## src/hdl/sct_pkg.sv

```systemverilog
// ----------------------------------------------------------------------------
// sct_pkg
// Shared types and codes for the Contact header tokenizer.
// ----------------------------------------------------------------------------
package sct_pkg;

    // Default depth of the queue between classifier and tokenizer core
    localparam int unsigned SCT_QUEUE_DEPTH = 4;

    // Byte classes produced by the front classifier
    typedef enum logic [3:0] {
        CH_OTHER  = 4'd0,
        CH_COMMA  = 4'd1,
        CH_SEMI   = 4'd2,
        CH_LT     = 4'd3,
        CH_GT     = 4'd4,
        CH_QUOTE  = 4'd5,
        CH_BSLASH = 4'd6,
        CH_COLON  = 4'd7,
        CH_AT     = 4'd8,
        CH_EQ     = 4'd9,
        CH_SPACE  = 4'd10,
        CH_TAB    = 4'd11,
        CH_S      = 4'd12,
        CH_I      = 4'd13,
        CH_P      = 4'd14
    } t_chr;

    // One classified byte
    typedef struct packed {
        t_chr chr;
        logic last;
    } t_item;

    // URI walk phase
    typedef enum logic [3:0] {
        PH_NAME      = 4'd0,
        PH_SCHEME    = 4'd1,
        PH_USERHOST  = 4'd2,
        PH_HOST      = 4'd3,
        PH_HOSTWSP   = 4'd4,
        PH_PORT      = 4'd5,
        PH_PORTWSP   = 4'd6,
        PH_UPARAM    = 4'd7,
        PH_UPARAMWSP = 4'd8,
        PH_URIEND    = 4'd9,
        PH_HPARAM    = 4'd10
    } t_phase;

    // Quote / angle bracket tracker
    typedef enum logic [2:0] {
        QA_BASIC       = 3'd0,
        QA_QUOTED      = 3'd1,
        QA_ANGLE       = 3'd2,
        QA_ANGLE_QUOTE = 3'd3,
        QA_ESC_QUOTE   = 3'd4,
        QA_ESC_ANGLE_Q = 3'd5
    } t_qa;

    // Header parameter phase
    typedef enum logic [1:0] {
        PP_START = 2'd0,
        PP_NAME  = 2'd1,
        PP_VALUE = 2'd2
    } t_pphase;

    // Byte tags
    localparam logic [3:0] TAG_DELIM  = 4'd0;
    localparam logic [3:0] TAG_NAME   = 4'd1;
    localparam logic [3:0] TAG_USER   = 4'd2;
    localparam logic [3:0] TAG_HOST   = 4'd3;
    localparam logic [3:0] TAG_PORT   = 4'd4;
    localparam logic [3:0] TAG_UPARAM = 4'd5;
    localparam logic [3:0] TAG_PNAME  = 4'd6;
    localparam logic [3:0] TAG_PVALUE = 4'd7;
    localparam logic [3:0] TAG_SCHEME = 4'd8;

    // Contact status codes
    localparam logic [2:0] ST_OK         = 3'd0;
    localparam logic [2:0] ST_NAME_QUOTE = 3'd1;
    localparam logic [2:0] ST_SECOND_LT  = 3'd2;
    localparam logic [2:0] ST_GT_FIRST   = 3'd3;
    localparam logic [2:0] ST_NOT_CLOSED = 3'd4;
    localparam logic [2:0] ST_NO_URI     = 3'd5;

    // Byte classifier
    function automatic t_chr classify(input logic [7:0] c);
        t_chr r;
        unique case (c)
            8'h2C:        r = CH_COMMA;
            8'h3B:        r = CH_SEMI;
            8'h3C:        r = CH_LT;
            8'h3E:        r = CH_GT;
            8'h22:        r = CH_QUOTE;
            8'h5C:        r = CH_BSLASH;
            8'h3A:        r = CH_COLON;
            8'h40:        r = CH_AT;
            8'h3D:        r = CH_EQ;
            8'h20:        r = CH_SPACE;
            8'h09:        r = CH_TAB;
            8'h53, 8'h73: r = CH_S;
            8'h49, 8'h69: r = CH_I;
            8'h50, 8'h70: r = CH_P;
            default:      r = CH_OTHER;
        endcase
        return r;
    endfunction

endpackage

```

## src/hdl/sct_front.sv

```systemverilog
// ----------------------------------------------------------------------------
// sct_front
// Input stage: takes header bytes and registers their byte class.
// ----------------------------------------------------------------------------
module sct_front
    import sct_pkg::*;
(
    input  logic        i_clk,
    input  logic        i_rst_n,
    input  logic        i_s_tvalid,
    output logic        o_s_tready,
    input  logic [7:0]  i_s_tdata,
    input  logic        i_s_tlast,
    output logic        o_valid,
    output t_item       o_item,
    input  logic        i_ready
);

    logic  r_valid;
    t_item r_item;
    logic  load;

    assign load       = !r_valid || i_ready;
    assign o_s_tready = load;
    assign o_valid    = r_valid;
    assign o_item     = r_item;

    always_ff @(posedge i_clk) begin
        if (!i_rst_n) begin
            r_valid <= 1'b0;
        end else if (load) begin
            r_valid <= i_s_tvalid;
        end
    end

    always_ff @(posedge i_clk) begin
        if (load && i_s_tvalid) begin
            r_item.chr  <= classify(i_s_tdata);
            r_item.last <= i_s_tlast;
        end
    end

endmodule

```

## src/hdl/sct_queue.sv

```systemverilog
// ----------------------------------------------------------------------------
// sct_queue
// Short register queue of classified bytes between front and core.
// ----------------------------------------------------------------------------
module sct_queue
    import sct_pkg::*;
#(
    parameter int unsigned DEPTH = SCT_QUEUE_DEPTH
) (
    input  logic  i_clk,
    input  logic  i_rst_n,
    input  logic  i_push,
    input  t_item i_item,
    output logic  o_ready,
    output logic  o_valid,
    output t_item o_item,
    input  logic  i_pop
);

    localparam int unsigned PW = (DEPTH > 1) ? $clog2(DEPTH) : 1;
    localparam int unsigned CW = $clog2(DEPTH + 1);
    localparam logic [PW-1:0] LAST_PTR = PW'(DEPTH - 1);
    localparam logic [CW-1:0] FULL_CNT = CW'(DEPTH);

    t_item          r_mem [DEPTH];
    logic [PW-1:0]  r_wr_ptr;
    logic [PW-1:0]  r_rd_ptr;
    logic [CW-1:0]  r_count;
    logic           do_push;
    logic           do_pop;

    assign o_ready = (r_count != FULL_CNT);
    assign o_valid = (r_count != '0);
    assign o_item  = r_mem[r_rd_ptr];
    assign do_push = i_push && o_ready;
    assign do_pop  = i_pop && o_valid;

    always_ff @(posedge i_clk) begin
        if (!i_rst_n) begin
            r_wr_ptr <= '0;
            r_rd_ptr <= '0;
            r_count  <= '0;
        end else begin
            if (do_push) begin
                r_wr_ptr <= (r_wr_ptr == LAST_PTR) ? '0 : r_wr_ptr + 1'b1;
            end
            if (do_pop) begin
                r_rd_ptr <= (r_rd_ptr == LAST_PTR) ? '0 : r_rd_ptr + 1'b1;
            end
            if (do_push && !do_pop) begin
                r_count <= r_count + 1'b1;
            end else if (do_pop && !do_push) begin
                r_count <= r_count - 1'b1;
            end
        end
    end

    always_ff @(posedge i_clk) begin
        if (do_push) begin
            r_mem[r_wr_ptr] <= i_item;
        end
    end

endmodule

```

## src/hdl/sct_core.sv

```systemverilog
// ----------------------------------------------------------------------------
// sct_core
// Tokenizer state machine and registered result stage.
// ----------------------------------------------------------------------------
module sct_core
    import sct_pkg::*;
(
    input  logic        i_clk,
    input  logic        i_rst_n,
    input  logic        i_valid,
    input  t_item       i_item,
    output logic        o_pop,
    output logic        o_m_tvalid,
    input  logic        i_m_tready,
    output logic [7:0]  o_m_tdata,
    output logic        o_m_tlast
);

    t_phase      r_phase, n_phase;
    t_qa         r_qa, n_qa;
    logic [2:0]  r_cnt, n_cnt;
    t_pphase     r_pp, n_pp;
    logic [2:0]  r_err, n_err;

    logic        r_out_valid;
    logic [3:0]  r_tag;
    logic        r_more;
    logic [2:0]  r_status;
    logic        r_done;

    logic [3:0]  tag;
    logic        done;
    logic        more;
    logic [2:0]  status;
    logic        unq;
    logic        is_wsp;
    logic        in_params;
    logic        scheme_hit;
    logic [2:0]  trk_err;
    t_chr        c;

    assign o_pop      = i_valid && (!r_out_valid || i_m_tready);
    assign o_m_tvalid = r_out_valid;
    assign o_m_tdata  = {r_status, r_more, r_tag};
    assign o_m_tlast  = r_done;

    assign c         = i_item.chr;
    assign unq       = (r_qa == QA_BASIC);
    assign is_wsp    = (c == CH_SPACE) || (c == CH_TAB);
    assign in_params = (r_phase == PH_HPARAM);
    assign scheme_hit = ((r_cnt == 3'd0) && (c == CH_S)) || ((r_cnt == 3'd1) && (c == CH_I))
                     || ((r_cnt == 3'd2) && (c == CH_P)) || ((r_cnt == 3'd3) && (c == CH_COLON));

    always_comb begin
        n_phase = r_phase;
        n_qa    = r_qa;
        n_cnt   = r_cnt;
        n_pp    = r_pp;
        n_err   = r_err;
        tag     = TAG_DELIM;
        done    = 1'b0;
        more    = 1'b0;
        status  = ST_OK;
        trk_err = ST_OK;

        if (unq && c == CH_COMMA) begin
            done = 1'b1;
            more = 1'b1;
        end else if (unq && c == CH_SEMI && !in_params) begin
            if (r_phase == PH_NAME || r_phase == PH_SCHEME) begin
                n_err = (r_err == ST_OK) ? ST_NO_URI : r_err;
            end
            n_phase = PH_HPARAM;
            n_pp    = PP_START;
        end else begin
            unique case (r_phase)
                PH_NAME: begin
                    if (unq && (c == CH_LT || c == CH_GT)) begin
                        if (c == CH_LT) n_phase = PH_SCHEME;
                    end else if (unq && scheme_hit) begin
                        n_cnt = r_cnt + 3'd1;
                        tag   = TAG_SCHEME;
                        if (r_cnt == 3'd3) n_phase = PH_USERHOST;
                    end else begin
                        tag = TAG_NAME;
                    end
                end
                PH_SCHEME: begin
                    if (c == CH_COLON) n_phase = PH_USERHOST;
                    else               tag = TAG_SCHEME;
                end
                PH_USERHOST: begin
                    unique case (c)
                        CH_AT:    n_phase = PH_HOST;
                        CH_COLON: n_phase = PH_PORT;
                        CH_SEMI:  n_phase = PH_UPARAM;
                        CH_GT:    n_phase = PH_URIEND;
                        default:  tag = TAG_USER;
                    endcase
                end
                PH_HOST, PH_HOSTWSP: begin
                    if (c == CH_COLON)                    n_phase = PH_PORT;
                    else if (c == CH_SEMI)                n_phase = PH_UPARAM;
                    else if (c == CH_GT)                  n_phase = PH_URIEND;
                    else if (r_phase == PH_HOST && is_wsp) n_phase = PH_HOSTWSP;
                    else if (r_phase == PH_HOST)          tag = TAG_HOST;
                end
                PH_PORT, PH_PORTWSP: begin
                    if (c == CH_SEMI)                     n_phase = PH_UPARAM;
                    else if (c == CH_GT)                  n_phase = PH_URIEND;
                    else if (r_phase == PH_PORT && is_wsp) n_phase = PH_PORTWSP;
                    else if (r_phase == PH_PORT)          tag = TAG_PORT;
                end
                PH_UPARAM: begin
                    if (c == CH_GT)         n_phase = PH_URIEND;
                    else if (c == CH_SPACE) n_phase = PH_UPARAMWSP;
                    else                    tag = TAG_UPARAM;
                end
                PH_UPARAMWSP: begin
                    if (c == CH_GT) n_phase = PH_URIEND;
                end
                PH_HPARAM: begin
                    if (unq && c == CH_EQ) begin
                        n_pp = PP_VALUE;
                    end else if (unq && c == CH_SEMI) begin
                        n_pp = PP_START;
                    end else begin
                        if (unq && c != CH_QUOTE && r_pp == PP_START) n_pp = PP_NAME;
                        tag = (n_pp == PP_VALUE) ? TAG_PVALUE : TAG_PNAME;
                    end
                end
                default: begin
                end
            endcase

            // quote / angle tracker
            if (c == CH_QUOTE) begin
                if (in_params && (r_qa == QA_ANGLE || r_qa == QA_ANGLE_QUOTE
                                  || r_qa == QA_ESC_ANGLE_Q)) begin
                    n_qa = r_qa;
                end else begin
                    unique case (r_qa)
                        QA_BASIC:       n_qa = QA_QUOTED;
                        QA_QUOTED:      n_qa = QA_BASIC;
                        QA_ANGLE:       n_qa = QA_ANGLE_QUOTE;
                        QA_ANGLE_QUOTE: n_qa = QA_ANGLE;
                        QA_ESC_QUOTE:   n_qa = QA_QUOTED;
                        QA_ESC_ANGLE_Q: n_qa = QA_ANGLE_QUOTE;
                        default:        n_qa = QA_QUOTED;
                    endcase
                end
            end else if (c == CH_BSLASH) begin
                unique case (r_qa)
                    QA_BASIC:       n_qa = QA_BASIC;
                    QA_QUOTED:      n_qa = QA_ESC_QUOTE;
                    QA_ANGLE:       n_qa = QA_ANGLE;
                    QA_ANGLE_QUOTE: n_qa = QA_ESC_ANGLE_Q;
                    QA_ESC_QUOTE:   n_qa = QA_QUOTED;
                    QA_ESC_ANGLE_Q: n_qa = QA_ANGLE_QUOTE;
                    default:        n_qa = QA_BASIC;
                endcase
            end else if (!in_params && c == CH_LT && r_qa == QA_BASIC) begin
                n_qa = QA_ANGLE;
            end else if (!in_params && c == CH_LT && r_qa == QA_ANGLE) begin
                n_qa    = QA_ANGLE;
                trk_err = ST_SECOND_LT;
            end else if (!in_params && c == CH_GT && r_qa == QA_BASIC) begin
                n_qa    = QA_BASIC;
                trk_err = ST_GT_FIRST;
            end else if (!in_params && c == CH_GT && r_qa == QA_ANGLE) begin
                n_qa = QA_BASIC;
            end else if (r_qa == QA_ESC_QUOTE) begin
                n_qa = QA_QUOTED;
            end else if (r_qa == QA_ESC_ANGLE_Q) begin
                n_qa = QA_ANGLE_QUOTE;
            end
            if (n_err == ST_OK) n_err = trk_err;
        end

        if (i_item.last) done = 1'b1;

        if (done) begin
            if (!more && n_phase == PH_NAME && (n_qa == QA_QUOTED || n_qa == QA_ESC_QUOTE)) begin
                status = ST_NAME_QUOTE;
            end else if (n_err != ST_OK) begin
                status = n_err;
            end else if (!more && n_phase != PH_HPARAM && n_qa != QA_BASIC) begin
                status = ST_NOT_CLOSED;
            end else if (n_phase == PH_NAME || n_phase == PH_SCHEME) begin
                status = ST_NO_URI;
            end
            n_phase = PH_NAME;
            n_qa    = QA_BASIC;
            n_cnt   = 3'd0;
            n_pp    = PP_START;
            n_err   = ST_OK;
        end
    end

    always_ff @(posedge i_clk) begin
        if (!i_rst_n) begin
            r_phase     <= PH_NAME;
            r_qa        <= QA_BASIC;
            r_cnt       <= 3'd0;
            r_pp        <= PP_START;
            r_err       <= ST_OK;
            r_out_valid <= 1'b0;
        end else begin
            if (o_pop) begin
                r_phase <= n_phase;
                r_qa    <= n_qa;
                r_cnt   <= n_cnt;
                r_pp    <= n_pp;
                r_err   <= n_err;
            end
            if (!r_out_valid || i_m_tready) begin
                r_out_valid <= i_valid;
            end
        end
    end

    always_ff @(posedge i_clk) begin
        if (o_pop) begin
            r_tag    <= tag;
            r_more   <= more;
            r_status <= status;
            r_done   <= done;
        end
    end

endmodule

```

## src/hdl/sip_contact_header_tokenizer.sv

```systemverilog
// ----------------------------------------------------------------------------
// sip_contact_header_tokenizer
// Tags each byte of a Contact header line with its role and reports a
// status at the end of each contact.
// ----------------------------------------------------------------------------
//
//  channel   dir  tdata                               tlast         tuser
//  -------   ---  ----------------------------------  ------------  -----
//  s (in)    in   [7:0] byte_req                      last          -
//  m (out)   out  [3:0] tag, [4] more_contacts,       contact_done  -
//                 [7:5] status
//
//  One result item per input item, one item per cycle sustained while neither side stalls.
//  Path: front register, queue, core output register.
//  The front takes bytes as long as the queue has room; the core pops the
//  queue only when its output register is free or being drained, so either
//  side can stall without stopping the other until the queue fills.
//  Synchronous active-low reset returns the tokenizer to the start of a
//  contact and empties the queue.
//
module sip_contact_header_tokenizer
    import sct_pkg::*;
#(
    parameter int unsigned QUEUE_DEPTH = SCT_QUEUE_DEPTH
) (
    input  logic        i_clk,
    input  logic        i_rst_n,
    // input byte stream
    input  logic        i_s_tvalid,
    output logic        o_s_tready,
    input  logic [7:0]  i_s_tdata,     // [7:0] byte_req
    input  logic        i_s_tlast,     // last byte of the header line
    // tagged result stream
    output logic        o_m_tvalid,
    input  logic        i_m_tready,
    output logic [7:0]  o_m_tdata,     // [3:0] tag, [4] more_contacts, [7:5] status
    output logic        o_m_tlast      // contact_done
);

    logic  front_valid;
    t_item front_item;
    logic  q_ready;
    logic  q_valid;
    t_item q_item;
    logic  q_pop;

    // classify each byte and register it
    sct_front u_front (
        .i_clk      (i_clk),
        .i_rst_n    (i_rst_n),
        .i_s_tvalid (i_s_tvalid),
        .o_s_tready (o_s_tready),
        .i_s_tdata  (i_s_tdata),
        .i_s_tlast  (i_s_tlast),
        .o_valid    (front_valid),
        .o_item     (front_item),
        .i_ready    (q_ready)
    );

    // decoupling queue
    sct_queue #(
        .DEPTH (QUEUE_DEPTH)
    ) u_queue (
        .i_clk   (i_clk),
        .i_rst_n (i_rst_n),
        .i_push  (front_valid),
        .i_item  (front_item),
        .o_ready (q_ready),
        .o_valid (q_valid),
        .o_item  (q_item),
        .i_pop   (q_pop)
    );

    // tokenizer state and result register
    sct_core u_core (
        .i_clk      (i_clk),
        .i_rst_n    (i_rst_n),
        .i_valid    (q_valid),
        .i_item     (q_item),
        .o_pop      (q_pop),
        .o_m_tvalid (o_m_tvalid),
        .i_m_tready (i_m_tready),
        .o_m_tdata  (o_m_tdata),
        .o_m_tlast  (o_m_tlast)
    );

endmodule

```

## config.mk

```make
export PLATFORM = sky130hd
export DESIGN_NAME = sip_contact_header_tokenizer
export DESIGN_NICKNAME = d
export VERILOG_FILES = /design/src/hdl/sct_pkg.sv /design/src/hdl/sct_front.sv /design/src/hdl/sct_queue.sv /design/src/hdl/sct_core.sv /design/src/hdl/sip_contact_header_tokenizer.sv
export SDC_FILE = /design/constraint.sdc
export NUM_CORES = 1
export LEC_CHECK = 0
export ABC_AREA = 1
export ABC_CLOCK_PERIOD_IN_PS = 3700
export BUFFER_PORTS_ARGS = -buffer_cell sky130_fd_sc_hd__buf_2
export CAP_MARGIN = 20
export CELL_PAD_IN_SITES_DETAIL_PLACEMENT = 1
export CELL_PAD_IN_SITES_GLOBAL_PLACEMENT = 1
export CORE_MARGIN = 2
export CORE_UTILIZATION = 48
export CTS_CLUSTER_SIZE = 16
export DETAILED_ROUTE_END_ITERATION = 10
export GPL_TIMING_DRIVEN = 0
export PLACE_DENSITY_LB_ADDON = 0.1
export SETUP_SLACK_MARGIN = 0.4
export SYNTH_ARGS = -nofsm -noshare
export SYNTH_HDL_FRONTEND = slang
export SYNTH_HIERARCHICAL = 1
export SYNTH_SLANG_ARGS = --single-unit
```

## constraint.sdc

```tcl
create_clock -name i_clk -period 3.7 [get_ports i_clk]
set_input_delay 0 -clock i_clk [delete_from_list [all_inputs] [get_ports i_clk]]
set_output_delay 0 -clock i_clk [all_outputs]
set_load 0.02 [all_outputs]
```

# Word-level counts from Yosys, hierarchy flattened
# Memories as Yosys holds them, arrays and structs flattened. A register that Yosys moved wholly into a read port is not among the register bits.
# Index checks and enable logic that the tools add are counted.
[op_classes]
n_addsub = 5
n_eq_ne = 60
mux = 97
n_bitwise = 1
n_reduce_logical = 73
[ops]
columns = ["cell", "count"]
rows = [
  ["4-bit two-way mux", 31],
  ["3-bit two-way mux", 35],
  ["8-bit by 6-bit equality test with 1-bit output (second input constant)", 8],
  ["8-bit by 7-bit equality test with 1-bit output (second input constant)", 8],
  ["4-bit one-hot mux with 14 select lines", 1],
  ["4-bit one-hot mux with 7 select lines", 2],
  ["2-bit two-way mux", 19],
  ["4-bit equality test (second input constant)", 9],
  ["4-bit by 3-bit equality test with 1-bit output (second input constant)", 8],
  ["1-bit logical AND", 31],
  ["4-bit by 2-bit equality test with 1-bit output (second input constant)", 4],
  ["4-bit one-hot mux with 4 select lines", 1],
  ["2-bit OR reduction", 8],
  ["3-bit one-hot mux with 5 select lines", 1],
  ["3-bit by 2-bit equality test with 1-bit output (second input constant)", 4],
  ["4-bit by 1-bit equality test with 1-bit output (second input constant)", 3],
  ["1-bit logical OR", 12],
  ["3-bit nonzero test", 4],
  ["3-bit by 1-bit equality test with 1-bit output (second input constant)", 3],
  ["3-bit equality test (second input constant)", 3],
  ["3-bit zero test", 3],
  ["8-bit by 4-bit equality test with 1-bit output (second input constant)", 1],
  ["4-bit zero test", 2],
  ["3-bit by 1-bit adder with 3-bit output (second input constant)", 2],
  ["16 further kinds", 33],
]
[totals]
regBits = 38
mem_bits_rw = 20
input_bits = 13
out_inout_bits = 11
word_cells = 254
memories = 1
[mem_list]
columns = ["memory", "words", "width", "read_ports", "rd_clocked_by_memory_dff", "wr", "line_no", "source"]
rows = [
  ["u_queue.r_mem", 4, 5, 1, 1, 1, "sct_queue.sv:25", "t_item r_mem [DEPTH];"],
]

# Longest topological paths before layout
# Gate-level depths: netlist (run 1).
[logic_depth]
ltp_word = 17
mapped_depth = 21
ltp_nobuf = 21

# Hierarchy
# Netlist (run 1), hierarchy kept.
[modules_own_cells]
columns = ["module", "n_inst", "cells_per_inst", "area_each_um2"]
rows = [
  ["sct_core", 1, 352, 2127.0],
  ["sct_queue", 1, 117, 1241.2],
  ["sct_front", 1, 84, 518.0],
]

# Least setup slack after synthesis (run 1)
# Ideal clock, no wire load.
[synth_path]
path_type = "flip-flop to flip-flop"
start = "reg (tool-made name)"
end = "reg u_core.r_status[1], data pin"
arrival_time_ns = 2.142
required_ns = 3.448
path_slack_ns = 1.305
path_stages_with_launch = 19
n_path_buf = 1
cell_sequence = "dfxtp_1 -> buf_2 -> o21ai_0 -> o22ai_1 -> nand2_1 -> nor2_4 -> inv_2 -> nand2_1 -> nand2_1 -> nand2_1 -> nand2_1 -> nand2_1 -> nand3_2 -> inv_2 -> nand2_1 -> nor2_1 -> nand2_1 -> nand2_1 -> nor2_1"
[synth_rtl]
columns = ["element", "line_no", "source"]
rows = [
  ["end signal: assignment", "sct_core.sv:226", "r_status <= status;"],
  ["end: declaration", "sct_core.sv:28", "logic [2:0] r_status;"],
]

==> flow_summary.yaml, run 1 <==
clocking:
  clk_pin_slew_ns: 0.07
  cts-root-buf: "clkbuf_8"
  clockBufferDepth: 2
  clock_sinks: 60
  clkLatencyLatePin_ns: 0.35
  cts-htree-levels: 3
  cts_made_buffers: 9
  tritoncts: "yes"
placed_design:
  gp_congestion: 0.866
  dpl-instance-area_mm2: 0.00413
  hpwlAfterDp_um: 8760
  dp_cells: 678
  numPortBuffers: 23
grt:
  grtUsageMet1: 0.364
  grt_max_degree: 15
  grt.overflow.total: 0
  track_usage: 0.280
  grt_pass1_vias: 3989
  busiest_layer: "met2"
  grt_use_met3: 0.0417
  grt_pass1_wl_um: 19000
  grtUsageMet2: 0.478
  grt_antenna_before_repair: 0
logic_synthesis:
  netlist_instances: 553
  synth-main-ff-cell: "edfxtp_1"
  synth_area_mm2: 0.00389
  synth_edf_count: 34
  synth_top_area_cell: "edfxtp_1"
  syn_area_per_cell_um2: 7.03
  yosysTopAreaCellShare: 0.263
  synth-seq-cells: 60
  syn_nets: 578
  synth.distinct_cells: 38
  synthTopCellsByCount: "nand2_1 (151), nor2_1 (85), inv_1 (74), nand3_1 (37), edfxtp_1 (34)"
  ys_top_cells_by_area: "edfxtp_1 (26%), nand2_1 (15%), dfxtp_1 (13%), nor2_1 (8.2%), inv_1 (7.1%)"
  async_flop_share: 0
  synth_warnings: 6
  yosysMostFrequentCell: "nand2_1"
  ys_seq_area_frac: 0.397
final_layout:
  drive_gt1_frac: 0.148
  diodes: 0
  fin_area_mm2: 0.00434
  fill_cells: 1038
  fin_cells: 697
  area_growth_pct: 11.7
  nets: 615
floorplan:
  coreArea_mm2: 0.00777
  die_area_mm2: 0.00883
  die_x_um: 94.0
  start_util: 0.500
  pin_count: 24
  die_h_um: 94.0
  rows: 32
setup_path:
  r2r_setup_slack_ns: 0.71
  start_kind: "register"
  critPathKind: "register to register"
  end_kind: "register"
  cp_data_arrival_time_ns: 3.10
  ff2ff_path_depth: 16
  worst_ep_required_time_ns: 3.81
  rr_endpoint: "u_core/r_status[1]$_SDFFCE_PP0P_"
  crit_fanout: 10
sta:
  hold_viol_final: 0
  fin_crit_ns: 2.99
  whs_ns: 0.00454
  rsz0062_at_grt: "false"
  finalSetupTns_ns: 0
  setup_viol: 0
  slew_viol_final: 0
  tightest_slew_ns: 0.637
  max_freq_ghz: 0.335
  finalCritPeriodShare: 0.808
  relSlewSlack: 0.575
  finClkSkew_ns: 0.00763
detailed_routing:
  ant_nets: 0
  drt_wl_total_um: 11300
  drt_iter0_drc: 171
  vias_per_cell: 5.32
  drc: 0
  wl_per_cell_um: 16.2
  firstDrtPassIters: 4
  vias: 3711
power_and_ir_drop:
  peakVddDrop_mv: 0.416
  p_leak_nw: 2.10
  power.density_mw_per_mm2: 769
flow_run:
  drv_cap: 0
status:
  status: "completed"
worst_hold_path:
  holdPathEnd: "u_queue/r_wr_ptr[0]$_SDFFE_PN0P_"
  holdPathStages: 3
  min_path_type: "input port to register"
  min-delay-start: "i_rst_n"
==> kinds of logic after synthesis <==
kind of cell / count (synthesis) / share of synthesized area
simple gates: 323 / 0.377
buf+inv: 92 / 0.0918
fa+ha+maj: 12 / 0.0406
flops: 60 / 0.397
compound gates: 66 / 0.0937
==> per-layer routing <==
metal	up-vias	wire length [um]
met4	0	172
met1	1790	5250
met2	69	5420
li1	1838	-
met5	-	0
met3	14	418
==> per-stage QoR <==
step,total power [mW],setup WS (ns),util
after floorplan,2.28,1.31,-
after global placement,2.67,0.826,0.532
after detailed placement,2.77,0.628,0.532
after CTS,3.32,0.616,0.558
after global routing,3.61,0.432,0.559
final,3.34,0.712,0.559
==> area by class of cell <==
| type | count | area [um2] | area share |
|---|---|---|---|
| clock inverter | 7 | 50.0 | 0.0115 |
| tap | 102 | 128 | 0.0294 |
| inverter | 85 | 319 | 0.0735 |
| timing repair buffer | 26 | 145 | 0.0334 |
| multi-input combinational | 401 | 1990 | 0.460 |
| clock buffer | 9 | 124 | 0.0285 |
| buffer | 7 | 37.5 | 0.00865 |
| sequential | 60 | 1540 | 0.355 |
==> critical path, stage by stage (launching register included) <==
cell and delay (ns):
dfxtp_1 0.35, buf_2 0.22, o21ai_0 0.11, o22ai_1 0.44, inv_2 0.16, nor2_4 0.17
nand2_1 0.09, nand3_1 0.15, inv_1 0.08, a21oi_1 0.16, nand4_1 0.22, nand2_1 0.17
nand2_1 0.06, nor2_1 0.10, nand2_1 0.09, nand2_1 0.11, nor2_1 0.05
==> cell usage in the layout (no fill, tap or decap), drive strengths merged, types with 11 or more instances in the layout <==
master / synthesis / routed
a21oi: 29 / 29
nand3: 40 / 40
inv: 83 / 86
ha: 11 / 11
dfxtp: 26 / 26
buf: 5 / 28
nand2: 164 / 164
o21ai: 23 / 23
nor2: 97 / 97
clkbuf: 2 / 11
edfxtp: 34 / 34
==> flip-flops by register name (all words and copies together) (netlist names), named ones only <==
name               count
u_queue/r_wr_ptr       2
u_queue/r_count        3
u_core/r_status        3
u_core/r_tag           4
u_core/r_more          1
u_queue/r_rd_ptr       2
u_core/r_pp            2
u_core/r_qa            3
u_front/o_item         5
u_core/o_m_tvalid      1
u_core/r_err           3
u_front/o_valid        1
u_core/r_phase         4
u_core/o_m_tlast       1
u_queue/r_mem         20
u_core/r_cnt           3
==> how the worst max path moves through the flow <==
stage / start / to / slack, ns / depth (start not counted)
after global routing: register / u_core/r_status[1]$_SDFFCE_PP0P_ / 0.43 / 16
after CTS: register / u_core/r_status[1]$_SDFFCE_PP0P_ / 0.62 / 14
after floorplan: register / u_core/r_status[1]$_SDFFCE_PP0P_ / 1.31 / 18
after detailed placement: register / u_core/r_status[1]$_SDFFCE_PP0P_ / 0.63 / 16
final: register / u_core/r_status[1]$_SDFFCE_PP0P_ / 0.71 / 16
after global placement: register / u_core/r_status[1]$_SDFFCE_PP0P_ / 0.83 / 14
==> what timing repair did <==
action | CTS | global route
resized for setup | 0 | 2
hold buffers | 3 | 0
setup buffers | 0 | 0
endpoints found under the hold margin | 3 | 0
endpoints found under the setup margin | 0 | 3
==> where the power goes <==
| group | total, mW | switching, mW | internal, mW |
|---|---|---|---|
| registers | 0.954 | 0.0737 | 0.881 |
| clock network | 0.545 | 0.299 | 0.246 |
| logic | 1.84 | 1.31 | 0.532 |
| total | 3.34 | 1.68 | 1.66 |
No activity file was read; power rests on OpenSTA's default activity.
==> run 2, diff against run 1 <==
Settings changed: ABC_CLOCK_PERIOD_IN_PS 3700 to 2700, CORE_UTILIZATION 48 to 40.
Clock period 3.7 ns to 2.7 ns, I/O delays scaled along.
==> run 2 against run 1 <==
Compared with the run above:
- design area grew 18%
- hold slack gained 0.15 ns
- first-iteration DRC count shrank 24%
- largest power group unchanged
- final cell count grew 10%
- register-to-register slack lost 0.63 ns
- non-clock buffer count grew 43
- highest routed layer unchanged
- utilization shrank 0.93 points
- via count grew 7.4%
==> flow_summary.yaml, run 2 (synthesis results as in run 1) <==
power_and_ir_drop:
  p_int_mw: 3.06
  switching_power_mw: 2.96
  p_seq_frac: 0.223
  p_leak_nw: 2.39
  swShare: 0.492
  combPwrFrac: 0.640
  power.density_mw_per_mm2: 1170
  power_frac_clock: 0.137
  peakVddDrop_mv: 0.586
clocking:
  cts-root-buf: "clkbuf_8"
  clk_pin_slew_ns: 0.08
  clkLatencyLatePin_ns: 0.35
  clock_sinks: 60
  clockBufferDepth: 2
  cts_made_buffers: 9
  tritoncts: "yes"
  cts-htree-levels: 3
final_layout:
  area_growth_pct: 31.8
  largest_reg_flops: 20
  final_common_cell: "nand2_1"
  nets: 658
  regMostFlops: "u_queue/r_mem"
  fin_util: 0.549
  fin_cells: 767
  drive_gt1_frac: 0.323
  final_cell_mix: "nand2_1 (134), inv_1 (63), nor2_1 (63)"
  diodes: 0
worst_hold_path:
  min_path_type: "input port to register"
placed_design:
  dp_cells: 705
  numPortBuffers: 23
  hpwlAfterDp_um: 8320
  gp_congestion: 0.903
floorplan:
  die_h_um: 103
  die_area_mm2: 0.0105
  start_util: 0.417
  coreArea_mm2: 0.00933
  rows: 35
  die_x_um: 103
  pin_count: 24
sta:
  tightest_slew_ns: 0.612
  finalCritPeriodShare: 0.970
  finClkSkew_ns: 0.0160
  rsz0062_at_grt: "true"
  slew_viol_final: 0
  hold_viol_final: 0
  max_freq_ghz: 0.382
  setup_viol: 0
  relSlewSlack: 0.592
  fin_crit_ns: 2.62
  finalSetupTns_ns: 0
detailed_routing:
  firstDrtPassIters: 4
  wl_per_cell_um: 16.6
  drc: 0
  vias: 3987
  drt_wl_total_um: 12700
  vias_per_cell: 5.20
  ant_nets: 0
  drt_iter0_drc: 130
setup_path:
  start_kind: "register"
  max_stage_delay_ns: 0.39
  path_cells: "buf_8 > o21ai_4 > o22ai_4 > inv_2 > buf_4 > buf_4 > nand3_1 > nand3_1 > nand2_1 > nand2_2 > nand3_2 > nand2_1 > nand2_2 > nand4_1 > buf_4 > nand3b_1 > nand3_2 > a21oi_2"
  slowest_stage: "dfxtp_4"
  critPathBufInv: 5
  cpLargestDelayFamily: "simple AND/OR/NAND/NOR gates"
  end_kind: "register"
  cp_data_arrival_time_ns: 2.83
  worst_ep_required_time_ns: 2.91
  crit_top_cell: "buf_4"
  r2r_setup_slack_ns: 0.08
  critPathKind: "register to register"
  crit_fanout: 6
grt:
  grt_antenna_before_repair: 0
  grt.overflow.total: 0
  grt_pass1_vias: 3982
  track_usage: 0.228
  grt_pass1_wl_um: 18700
  grt_max_degree: 14
flow_run:
  drv_cap: 0
status:
  status: "completed"
==> run 2: cell types whose count changed in the layout (fill, tap and decap cells not counted), moves of 6 or more <==
| cell | delta |
|---|---|
| buf_4 | +34 |
| nor2_1 | -22 |
| nand2_1 | -17 |
| nor2_2 | +13 |
| inv_1 | -11 |
| nand2_2 | +9 |
| nor2_4 | +9 |
| o21ai_0 | -8 |
| buf_6 | +7 |
| inv_2 | +7 |
| nand2_4 | +7 |
| o21ai_2 | +6 |
==> run 2: per-stage QoR <==
step	setup WS, ns	hold slack, ns	power (mW)	area, um2
after detailed placement	-0.169	0.179	3.79	4180
after global placement	-0.0964	0.179	3.70	4180
after global routing	-0.0679	0.199	6.40	5120
after CTS	0.149	0.167	5.15	4700
final	0.0816	0.150	6.02	5120
after floorplan	0.441	0.0989	3.14	3900
==> run 2: worst reg2reg max path, cell delays in order (launching register included) <==
cell,delay (ns)
dfxtp_4,0.39
buf_8,0.14
o21ai_4,0.06
o22ai_4,0.35
inv_2,0.12
buf_4,0.16
buf_4,0.13
nand3_1,0.07
nand3_1,0.08
nand2_1,0.08
nand2_2,0.08
nand3_2,0.08
nand2_1,0.07
nand2_2,0.07
nand4_1,0.11
buf_4,0.17
nand3b_1,0.11
nand3_2,0.08
a21oi_2,0.13
==> run 2: final cells by class <==
type | count | area, um2
plain buffers | 7 | 47.5
clock buffers | 10 | 149
clock inverters | 6 | 45.0
fillers | 1192 | 4200
inverters | 85 | 335
multi-input cells | 401 | 2330
flip-flops and latches | 60 | 1550
well taps | 129 | 161
repair buffers | 69 | 509
==> run 2: timing repair <==
| item | CTS | global route |
|---|---|---|
| endpoints found under the hold margin | 4 | 0 |
| gates resized for setup | 53 | 70 |
| cloned | 1 | 0 |
| hold buffers | 4 | 0 |
| pin swaps | 18 | 26 |
| setup buffers | 20 | 21 |
| setup endpoints to repair | 22 | 23 |
==> run 2: final timing paths <==
path / startpoint / end / cells past startpoint
worst max-delay path: register / u_core/r_status[2]$_SDFFCE_PP0P_ / 18
worst min-delay path: i_s_tdata[1] / u_front/o_item[2]$_DFFE_PP_ / 5
worst max register to register: register / u_core/r_status[2]$_SDFFCE_PP0P_ / 18
worst min register to register: u_core/r_err[1]$_SDFFE_PN0P_ / u_core/r_err[1]$_SDFFE_PN0P_ / 2
==> run 2: layer usage <==
metal,part of all wire,global-route usage,vias to the layer above
li1,-,-,1933
met1,0.40,0.268,1943
met2,0.54,0.421,84
met3,0.031,0.0366,27
met4,0.028,0.0790,0
met5,0,0,-
==> run 2: power by group through the flow <==
stage / combinational (mW) / clock, mW / sequential (mW)
6_report: 3.85 / 0.822 / 1.34
3_3_place_gp: 2.38 / 0 / 1.32
3_5_place_dp: 2.47 / 0 / 1.33
2_1_floorplan: 1.75 / 0 / 1.39
4_1_cts: 3.00 / 0.828 / 1.32
5_1_grt: 4.17 / 0.868 / 1.36
